[config.mk]
export PLATFORM = sky130hd
export DESIGN_NAME = multichannel_tone_noise_mixer
export DESIGN_NICKNAME = d
export VERILOG_FILES = /design/src/hw/rtl/mtnm_pkg.sv /design/src/hw/rtl/multichannel_tone_noise_mixer.sv /design/src/hw/rtl/mtnm_div.sv /design/src/hw/rtl/mtnm_bank.sv
export SDC_FILE = /design/constraint.sdc
export NUM_CORES = 1
export LEC_CHECK = 0
export ABC_AREA = 1
export BUFFER_PORTS_ARGS = -buffer_cell sky130_fd_sc_hd__buf_2
export CORE_UTILIZATION = 40
export CTS_CLUSTER_DIAMETER = 100
export DETAILED_ROUTE_END_ITERATION = 8
export PLACE_DENSITY_LB_ADDON = 0.2
export SYNTH_ARGS = -nofsm -noshare
export SYNTH_HDL_FRONTEND = slang
export SYNTH_SLANG_ARGS = --single-unit
[constraint.sdc]
create_clock -name clk -period 5.2 [get_ports clk]
set_clock_uncertainty 0.2 [all_clocks]
set_input_delay 1.04 -clock clk [delete_from_list [all_inputs] [get_ports clk]]
set_output_delay 1.04 -clock clk [all_outputs]
set_load 0.02 [all_outputs]
[src/hw/rtl/mtnm_pkg.sv]
// ----------------------------------------------------------------------------
// mtnm_pkg
// Shared types, codes and constants of the multichannel tone and noise mixer.
// ----------------------------------------------------------------------------
package mtnm_pkg;

  localparam int SR_W   = 20;          // sample rate and half period width
  localparam int FREQ_W = 16;
  localparam int DVS_W  = FREQ_W + 1;  // divisor is twice the frequency
  localparam int AMP_W  = 7;
  localparam int NOISE_W = 8;
  localparam int LFSR_W = 16;
  localparam int SMP_W  = 8;

  localparam logic [SR_W-1:0]    SAMPLE_RATE_RST = 20'd22050;
  localparam logic [NOISE_W-1:0] NOISE_RST       = 8'h80;
  localparam logic [LFSR_W-1:0]  LFSR_SEED       = 16'hACE1;
  localparam logic [LFSR_W-1:0]  LFSR_TAPS       = 16'hB400;

  typedef enum logic [1:0] {
    REQ_TICK   = 2'd0,
    REQ_UPDATE = 2'd1,
    REQ_MUTE   = 2'd2,
    REQ_NONE   = 2'd3
  } req_t;

  typedef enum logic [1:0] {
    S_IDLE,
    S_DIV,
    S_SCAN,
    S_SCALE
  } state_t;

  typedef struct packed {
    logic [SR_W-1:0]    half_period;
    logic [SR_W-1:0]    countdown;
    logic               phase;
    logic               is_noise;
    logic [AMP_W-1:0]   amplitude;
    logic [NOISE_W-1:0] noise_hold;
  } chan_t;

  // galois lfsr, one shift to the right
  function automatic logic [LFSR_W-1:0] lfsr_step(input logic [LFSR_W-1:0] cur);
    logic [LFSR_W-1:0] sh;
    sh = cur >> 1;
    if (cur[0]) begin
      sh = sh ^ LFSR_TAPS;
    end
    return sh;
  endfunction

endpackage

[src/hw/rtl/multichannel_tone_noise_mixer.sv]
// ----------------------------------------------------------------------------
// multichannel_tone_noise_mixer
// Square wave and noise tone generator with a per-tick mixer and clipper.
// ----------------------------------------------------------------------------
// One item is handled at a time and in_stall is high while it is in work.
// A tick walks the channels one per cycle through a single update and
// accumulate path, then scales and clips in the scale step, which waits
// while the output beat is still stalled. A channel update with a nonzero
// frequency runs the serial divider for the half period, 20 steps. A mute,
// an update with frequency 0 or out of range, and an unused request type
// are handled in the idle state without raising in_stall.
// sample_rate may be written only while the block is idle.
module multichannel_tone_noise_mixer #(
  parameter int CHANNELS = 4
) (
  input  logic                            clk,
  input  logic                            rst,
  input  logic                            cfg_we,
  input  logic [mtnm_pkg::SR_W-1:0]       cfg_wdata,
  input  logic                            in_valid,
  output logic                            in_stall,
  input  logic [1:0]                      req_type,
  input  logic [1:0]                      channel,
  input  logic [mtnm_pkg::FREQ_W-1:0]     frequency,
  input  logic                            sound_type,
  input  logic [mtnm_pkg::AMP_W-1:0]      volume,
  output logic                            out_valid,
  input  logic                            out_stall,
  output logic signed [mtnm_pkg::SMP_W-1:0] sample
);

  localparam int IDX_W = (CHANNELS > 1) ? $clog2(CHANNELS) : 1;
  localparam int CNT_W = $clog2(CHANNELS + 1);
  localparam int ACC_W = $clog2(CHANNELS * 128 + 1) + 1;
  localparam int SC_W  = ACC_W + 2;
  localparam logic [IDX_W-1:0] LAST_IDX = IDX_W'(CHANNELS - 1);
  localparam logic signed [SC_W-1:0] CLIP_HI = SC_W'(127);
  localparam logic signed [SC_W-1:0] CLIP_LO = -CLIP_HI;
  localparam logic signed [SC_W-1:0] RND_NEG = SC_W'(3);

  mtnm_pkg::state_t state, state_next;

  logic [mtnm_pkg::SR_W-1:0]    sample_rate;
  logic [IDX_W-1:0]             idx_r;
  logic                         type_r;
  logic [mtnm_pkg::AMP_W-1:0]   vol_r;
  logic signed [ACC_W-1:0]      acc;
  logic [CNT_W-1:0]             act_cnt;
  logic [CNT_W-1:0]             prev_act;
  logic [mtnm_pkg::LFSR_W-1:0]  lfsr;

  logic                         accept;
  logic                         ch_ok;
  logic                         out_free;
  logic [IDX_W-1:0]             idx;
  mtnm_pkg::chan_t              rd, wr;
  logic                         bank_we, bank_clr;
  logic                         div_start, div_done;
  logic [mtnm_pkg::SR_W-1:0]    quotient;

  logic                         amp_on, wrap, draw;
  logic [mtnm_pkg::LFSR_W-1:0]  lfsr_adv;
  mtnm_pkg::chan_t              scan_ent;
  logic signed [ACC_W-1:0]      lvl;
  logic signed [SC_W-1:0]       acc_ext, t3, scaled;
  logic signed [mtnm_pkg::SMP_W-1:0] clipped;

  assign accept   = in_valid && !in_stall;
  assign in_stall = (state != mtnm_pkg::S_IDLE);
  assign ch_ok    = (32'(channel) < CHANNELS);
  assign out_free = !out_valid || !out_stall;
  assign idx      = (state == mtnm_pkg::S_IDLE) ? IDX_W'(channel) : idx_r;

  mtnm_bank #(
    .CHANNELS (CHANNELS),
    .IDX_W    (IDX_W)
  ) u_bank (
    .clk (clk),
    .rst (rst),
    .idx (idx),
    .we  (bank_we),
    .wr  (wr),
    .clr (bank_clr),
    .rd  (rd)
  );

  mtnm_div u_div (
    .clk      (clk),
    .rst      (rst),
    .start    (div_start),
    .dividend (sample_rate),
    .divisor  ({frequency, 1'b0}),
    .done     (div_done),
    .quotient (quotient)
  );

  // one channel of a tick
  assign amp_on   = (rd.amplitude != '0);
  assign wrap     = (rd.countdown == '0);
  assign draw     = amp_on && wrap && rd.is_noise;
  assign lfsr_adv = mtnm_pkg::lfsr_step(lfsr);

  always_comb begin
    scan_ent = rd;
    if (wrap) begin
      scan_ent.countdown = rd.half_period;
      scan_ent.phase     = ~rd.phase;
      if (rd.is_noise) begin
        scan_ent.noise_hold = lfsr_adv[mtnm_pkg::NOISE_W-1:0];
      end
    end else begin
      scan_ent.countdown = rd.countdown - 1'b1;
    end
  end

  always_comb begin
    if (scan_ent.is_noise) begin
      // held byte minus 128 is the byte with its top bit flipped
      lvl = ACC_W'($signed({~scan_ent.noise_hold[7], scan_ent.noise_hold[6:0]}));
    end else if (scan_ent.phase) begin
      lvl = ACC_W'({1'b0, scan_ent.amplitude});
    end else begin
      lvl = -ACC_W'({1'b0, scan_ent.amplitude});
    end
  end

  // 3/4 scaling when more than one channel was active on the previous tick, truncated toward zero, then clip
  assign acc_ext = SC_W'(acc);
  assign t3      = acc_ext + (acc_ext <<< 1);

  always_comb begin
    if (prev_act > CNT_W'(1)) begin
      scaled = (t3 < 0) ? ((t3 + RND_NEG) >>> 2) : (t3 >>> 2);
    end else begin
      scaled = acc_ext;
    end
    if (scaled > CLIP_HI) begin
      clipped = mtnm_pkg::SMP_W'(CLIP_HI);
    end else if (scaled < CLIP_LO) begin
      clipped = mtnm_pkg::SMP_W'(CLIP_LO);
    end else begin
      clipped = mtnm_pkg::SMP_W'(scaled);
    end
  end

  always_ff @(posedge clk) begin
    if (rst) begin
      state <= mtnm_pkg::S_IDLE;
    end else begin
      state <= state_next;
    end
  end

  always_comb begin
    state_next = state;
    bank_we    = 1'b0;
    bank_clr   = 1'b0;
    div_start  = 1'b0;
    wr         = rd;
    unique case (state)
      mtnm_pkg::S_IDLE: begin
        if (accept) begin
          case (mtnm_pkg::req_t'(req_type))
            mtnm_pkg::REQ_TICK: state_next = mtnm_pkg::S_SCAN;
            mtnm_pkg::REQ_UPDATE: begin
              if (ch_ok) begin
                if (frequency != '0) begin
                  div_start  = 1'b1;
                  state_next = mtnm_pkg::S_DIV;
                end else begin
                  wr.amplitude = '0;
                  bank_we      = 1'b1;
                end
              end
            end
            mtnm_pkg::REQ_MUTE: bank_clr = 1'b1;
            default: ;
          endcase
        end
      end
      mtnm_pkg::S_DIV: begin
        if (div_done) begin
          wr.half_period = quotient;
          wr.countdown   = '0;
          wr.is_noise    = type_r;
          wr.amplitude   = vol_r;
          bank_we        = 1'b1;
          state_next     = mtnm_pkg::S_IDLE;
        end
      end
      mtnm_pkg::S_SCAN: begin
        wr      = scan_ent;
        bank_we = amp_on;
        if (idx_r == LAST_IDX) begin
          state_next = mtnm_pkg::S_SCALE;
        end
      end
      mtnm_pkg::S_SCALE: begin
        if (out_free) begin
          state_next = mtnm_pkg::S_IDLE;
        end
      end
      default: state_next = mtnm_pkg::S_IDLE;
    endcase
  end

  always_ff @(posedge clk) begin
    if (rst) begin
      sample_rate <= mtnm_pkg::SAMPLE_RATE_RST;
      prev_act    <= '0;
      lfsr        <= mtnm_pkg::LFSR_SEED;
      out_valid   <= 1'b0;
    end else begin
      if (cfg_we) begin
        sample_rate <= cfg_wdata;
      end
      if (out_valid && !out_stall && (state != mtnm_pkg::S_SCALE)) begin
        out_valid <= 1'b0;
      end
      case (state)
        mtnm_pkg::S_IDLE: begin
          if (accept) begin
            idx_r   <= (req_type == mtnm_pkg::REQ_TICK) ? '0 : IDX_W'(channel);
            type_r  <= sound_type;
            vol_r   <= volume;
            acc     <= '0;
            act_cnt <= '0;
          end
        end
        mtnm_pkg::S_SCAN: begin
          if (amp_on) begin
            acc     <= acc + lvl;
            act_cnt <= act_cnt + 1'b1;
          end
          if (draw) begin
            lfsr <= lfsr_adv;
          end
          idx_r <= idx_r + 1'b1;
        end
        mtnm_pkg::S_SCALE: begin
          // the beat in the register leaves or is overwritten here
          if (out_free) begin
            out_valid <= 1'b1;
            sample    <= clipped;
            prev_act  <= act_cnt;
          end
        end
        default: ;
      endcase
    end
  end

  // a result beat only ever comes out of the scale step
  assert property (@(posedge clk) disable iff (rst)
    $rose(out_valid) |-> $past(state == mtnm_pkg::S_SCALE))
    else $error("output beat raised outside the scale step");

  // the clipper never lets -128 through
  assert property (@(posedge clk) disable iff (rst)
    out_valid |-> (sample != -8'sd128))
    else $error("sample outside -127..127");

  // the divider only finishes while the sequencer waits for it
  assert property (@(posedge clk) disable iff (rst)
    div_done |-> (state == mtnm_pkg::S_DIV))
    else $error("divider result with no update in work");

  // a nonzero galois lfsr can never reach zero
  assert property (@(posedge clk) disable iff (rst)
    lfsr != '0)
    else $error("noise lfsr locked at zero");

  // the scan index stays within the channel count
  assert property (@(posedge clk) disable iff (rst)
    (state == mtnm_pkg::S_SCAN) |-> (32'(idx_r) < CHANNELS))
    else $error("channel scan ran past the last channel");

endmodule

[src/hw/rtl/mtnm_div.sv]
// ----------------------------------------------------------------------------
// mtnm_div
// Restoring divider, one quotient bit per cycle: sample rate over twice the
// tone frequency.
// ----------------------------------------------------------------------------
module mtnm_div (
  input  logic                        clk,
  input  logic                        rst,
  input  logic                        start,
  input  logic [mtnm_pkg::SR_W-1:0]   dividend,
  input  logic [mtnm_pkg::DVS_W-1:0]  divisor,
  output logic                        done,
  output logic [mtnm_pkg::SR_W-1:0]   quotient
);

  localparam int CNT_W = $clog2(mtnm_pkg::SR_W);
  localparam logic [CNT_W-1:0] LAST_STEP = CNT_W'(mtnm_pkg::SR_W - 1);

  logic                        busy;
  logic [CNT_W-1:0]            cnt;
  logic [mtnm_pkg::SR_W-1:0]   quo;
  logic [mtnm_pkg::DVS_W-1:0]  rem;
  logic [mtnm_pkg::DVS_W-1:0]  dvs;

  logic [mtnm_pkg::DVS_W:0]    rem_sh;
  logic                        ge;
  logic [mtnm_pkg::DVS_W-1:0]  rem_next;

  assign rem_sh   = {rem, quo[mtnm_pkg::SR_W-1]};
  assign ge       = rem_sh >= {1'b0, dvs};
  assign rem_next = ge ? mtnm_pkg::DVS_W'(rem_sh - {1'b0, dvs})
                       : rem_sh[mtnm_pkg::DVS_W-1:0];

  always_ff @(posedge clk) begin
    if (rst) begin
      busy <= 1'b0;
      done <= 1'b0;
      cnt  <= '0;
    end else begin
      done <= !start && busy && (cnt == LAST_STEP);
      if (start) begin
        busy <= 1'b1;
        cnt  <= '0;
        quo  <= dividend;
        rem  <= '0;
        dvs  <= divisor;
      end else if (busy) begin
        quo <= {quo[mtnm_pkg::SR_W-2:0], ge};
        rem <= rem_next;
        cnt <= cnt + 1'b1;
        if (cnt == LAST_STEP) begin
          busy <= 1'b0;
        end
      end
    end
  end

  assign quotient = quo;

endmodule

[src/hw/rtl/mtnm_bank.sv]
// ----------------------------------------------------------------------------
// mtnm_bank
// Per-channel state registers with one shared read/write index and a
// mute that clears every channel at once, all but the held noise values.
// ----------------------------------------------------------------------------
module mtnm_bank #(
  parameter int CHANNELS = 4,
  parameter int IDX_W    = 2
) (
  input  logic                 clk,
  input  logic                 rst,
  input  logic [IDX_W-1:0]     idx,
  input  logic                 we,
  input  mtnm_pkg::chan_t      wr,
  input  logic                 clr,
  output mtnm_pkg::chan_t      rd
);

  mtnm_pkg::chan_t ent [CHANNELS];

  always_ff @(posedge clk) begin
    if (rst) begin
      for (int i = 0; i < CHANNELS; i++) begin
        ent[i].half_period <= '0;
        ent[i].countdown   <= '0;
        ent[i].phase       <= 1'b0;
        ent[i].is_noise    <= 1'b0;
        ent[i].amplitude   <= '0;
        ent[i].noise_hold  <= mtnm_pkg::NOISE_RST;
      end
    end else if (clr) begin
      // held noise values survive a mute
      for (int i = 0; i < CHANNELS; i++) begin
        ent[i].half_period <= '0;
        ent[i].countdown   <= '0;
        ent[i].phase       <= 1'b0;
        ent[i].is_noise    <= 1'b0;
        ent[i].amplitude   <= '0;
      end
    end else if (we) begin
      ent[idx] <= wr;
    end
  end

  assign rd = ent[idx];

endmodule
==> out/results.tsv <==
metric	value	unit
p_leak	8.97	nW
port-buffer-count	62	
worst_pin_slew	949	ps
cts_tree	done	
whs_endpoint	sample_rate[9]	
hold_viol	0	
vias	15200	
register_area	10400	µm²
dieArea	48600	µm²
reg2reg_from	state[0]	
netSwitchingFraction	0.433	
avgSynthCellArea	8.91	µm²
synth_edf_count	313	
route.detailed.drc	8	
min_path_cells	2	
tns	0	ps
p_comb_frac	0.464	
worst-path-buf-inv	8	
drive_gt1_frac	0.119	
dpl.hpwl	34.0	mm
gp_congestion	0.880	
synth_top_area_frac	0.493	
syn_to_final_growth	12.8	%
synth-seq-cells	361	
hold_slack	262	ps
wl_met1	22.5	mm
cts_buffers	41	
core_area	46800	µm²
drv_cap	0	
min_from	sample_rate[9]	
synth_fp_nets	2244	
die_w	220	µm
yosysUniqueCellTypes	49	
cts_root_buf	clkbuf_16	
vdd_drop_max	0.273	mV
crit_type	register to register	
violations	DRC	
nFillCells	4520	
grt_pass1_vias	14900	
fin_crit_sh	0.924	
grt.total_usage	0.215	
p_switching	0.00535	W
synth_area	19100	µm²
io_pins	63	
hold_path_class	register to register	
grt_overflow	0	
yosys_most_used_dff	edfxtp_1	
r2r_end	u_bank.ent[0][28]	
critPathMaxFanout	49	
maxUsedRoutingLayer	met5	
synth.yosys.warnings	0	
postCtsSetupBuffers	0	
final_common_cell	nand2_1	
slew_headroom	0.365	
critical-path-max-stage-delay	640	ps
cp-start-kind	register	
synth_top_area_cell	edfxtp_1	
wl	51.2	mm
placed_area	20100	µm²
postLayoutCellArea	21500	µm²
drv_slew	0	
grt_pass1_wl	80.6	mm
cts.clk_slew.worst_paths	60	ps
via_per_inst	5.33	
power.internal	0.00702	W
antenna_found_initial	2	
cp_cell_sequence	inv_1 -> ha_2 -> inv_6 -> nand2_2 -> nand2_8 -> nor2_4 -> buf_4 -> a22oi_1 -> nand3_1 -> inv_1 -> ha_1 -> inv_1 -> nor3_2 -> nand3_1 -> buf_4 -> nand2_1 -> nand2_1 -> nand2_1 -> nor2_1 -> inv_2 -> nand2_2 -> buf_4	
die_h	220	µm
cp_slowest_cell	buf_4	
fin_util	0.460	
worstSkewPairLatency	570	ps
syn_inst	2141	
required	5190	ps
met2_length	24.4	mm
p_total	0.0124	W
layout_min_cycle_time	4800	ps
num_rows	79	
setup_viol	0	
r2r_slack	400	ps
async_reset_ff_frac	0	
htreeDepth	2	
met3_length	2.91	mm
status	complete, but fails checks	
timing.fmax	208	MHz
drtIter0Drc	1267	
multiInputGateArea	7630	µm²
ff2ff_path_depth	22	
synthTopCellsByArea	edfxtp_1 49%, nand2_1 12%, nor2_1 5.5%	
rsz0062_at_grt	no	
power_frac_clock	0.236	
path_delay_family	buffers and inverters	
initial_core_util	0.408	
arrival	4790	ps
clock-sinks	361	
ys_seq_area_frac	0.543	
clockBufferDepth	3	
seq_power_share	0.300	
fin_nets	2319	
grt_max_degree	50	
power_density	575	nW/µm²
final_cell_mix	581 x nand2_1, 313 x edfxtp_1, 277 x nor2_1	
end_kind	register	
wl_per_cell	17.9	µm
ant_nets	0	
first_pass_iters	9	
kinds of logic (layout without fill, tap and decap cells):
family | count (synthesis) | count (layout) | share of synthesized area
other | 0 | 1 | 0
XOR/XNOR | 24 | 24 | 0.0110
flip-flops | 361 | 361 | 0.543
adder cells (fa/ha/maj) | 50 | 50 | 0.0340
AND/OR/NAND/NOR | 1084 | 1084 | 0.238
AO/OA/AOI/OAI | 365 | 365 | 0.113
buffers and inverters | 257 | 362 | 0.0604
repair_timing:
action,CTS,global route
setup endpoints to repair,0,152
hold buffers,0,0
resized for setup,0,3
per-layer routing:
layer,vias to the layer above,track usage
li1,7452,-
met1,7185,0.284
met2,472,0.359
met3,90,0.0324
met4,2,0.0782
met5,-,0
how the worst max path moves through the flow:
| stage | slack (ps) | depth (start not counted) | from | endpoint |
|---|---|---|---|---|
| final | 400 | 22 | state[0] | u_bank.ent[0][28] |
| after global placement | 120 | 24 | channel[0] | acc[10] |
| after global routing | 40 | 28 | state[0] | acc[7] |
| after detailed placement | 20 | 21 | channel[0] | u_bank.ent[2][31] |
| after floorplan | 380 | 21 | channel[1] | u_bank.ent[1][10] |
| after CTS | 180 | 22 | state[0] | u_bank.ent[2][31] |
tightest hold or removal path, stage by stage (launching register included):
cell	delay (ps)
dfxtp_1	320
nand2_1	60
nand3_1	50
metrics by stage:
step           worst slack (ps)  cells
5_1_grt                    35.7   2853
3_5_place_dp               18.3   2779
4_1_cts                     184   2852
3_3_place_gp                125   2779
6_report                    397   2854
2_1_floorplan               378   2141
cells in the mapped netlist, types with 9 or more instances:
library cell    n
nand2_1       585
edfxtp_1      313
nor2_1        278
a21oi_1       175
inv_1         155
nand3_1       130
o21ai_0        77
a22oi_1        48
dfxtp_1        48
ha_1           47
clkbuf_1       36
buf_2          23
xor2_1         17
nor3_1         16
buf_6          15
nor2_2         14
nand4_1        13
o211ai_1       12
or2_2          12
buf_4          11
inv_2          11
nand2_2         9
power groups by stage:
stage | Combinational (W) | Sequential, W | Clock [W]
after global placement | 0.00563 | 0.00377 | 0
final | 0.00574 | 0.00371 | 0.00292
after detailed placement | 0.00566 | 0.00377 | 0
after global routing | 0.00643 | 0.00374 | 0.00308
after CTS | 0.00569 | 0.00371 | 0.00298
after floorplan | 0.00401 | 0.00371 | 0
sequential cells by signal (all words and copies together), names as in the netlist:
register / cells
acc: 11
act_cnt: 3
idx_r: 2
lfsr: 16
out_valid: 1
prev_act: 2
sample: 8
sample_rate: 20
state: 2
type_r: 1
u_bank.ent: 228
u_div.busy: 1
u_div.cnt: 5
u_div.done: 1
u_div.dvs: 16
u_div.quotient: 20
u_div.rem: 17
vol_r: 7
layout make-up:
type,count,area share
antenna,1,0.000116
clock buffer,54,0.0537
clock inverter,19,0.00861
inverter,168,0.0295
multi-input combinational,1523,0.355
sequential,361,0.482
tap,607,0.0353
timing repair buffer,121,0.0365
Power figures use the tool's default switching activity.
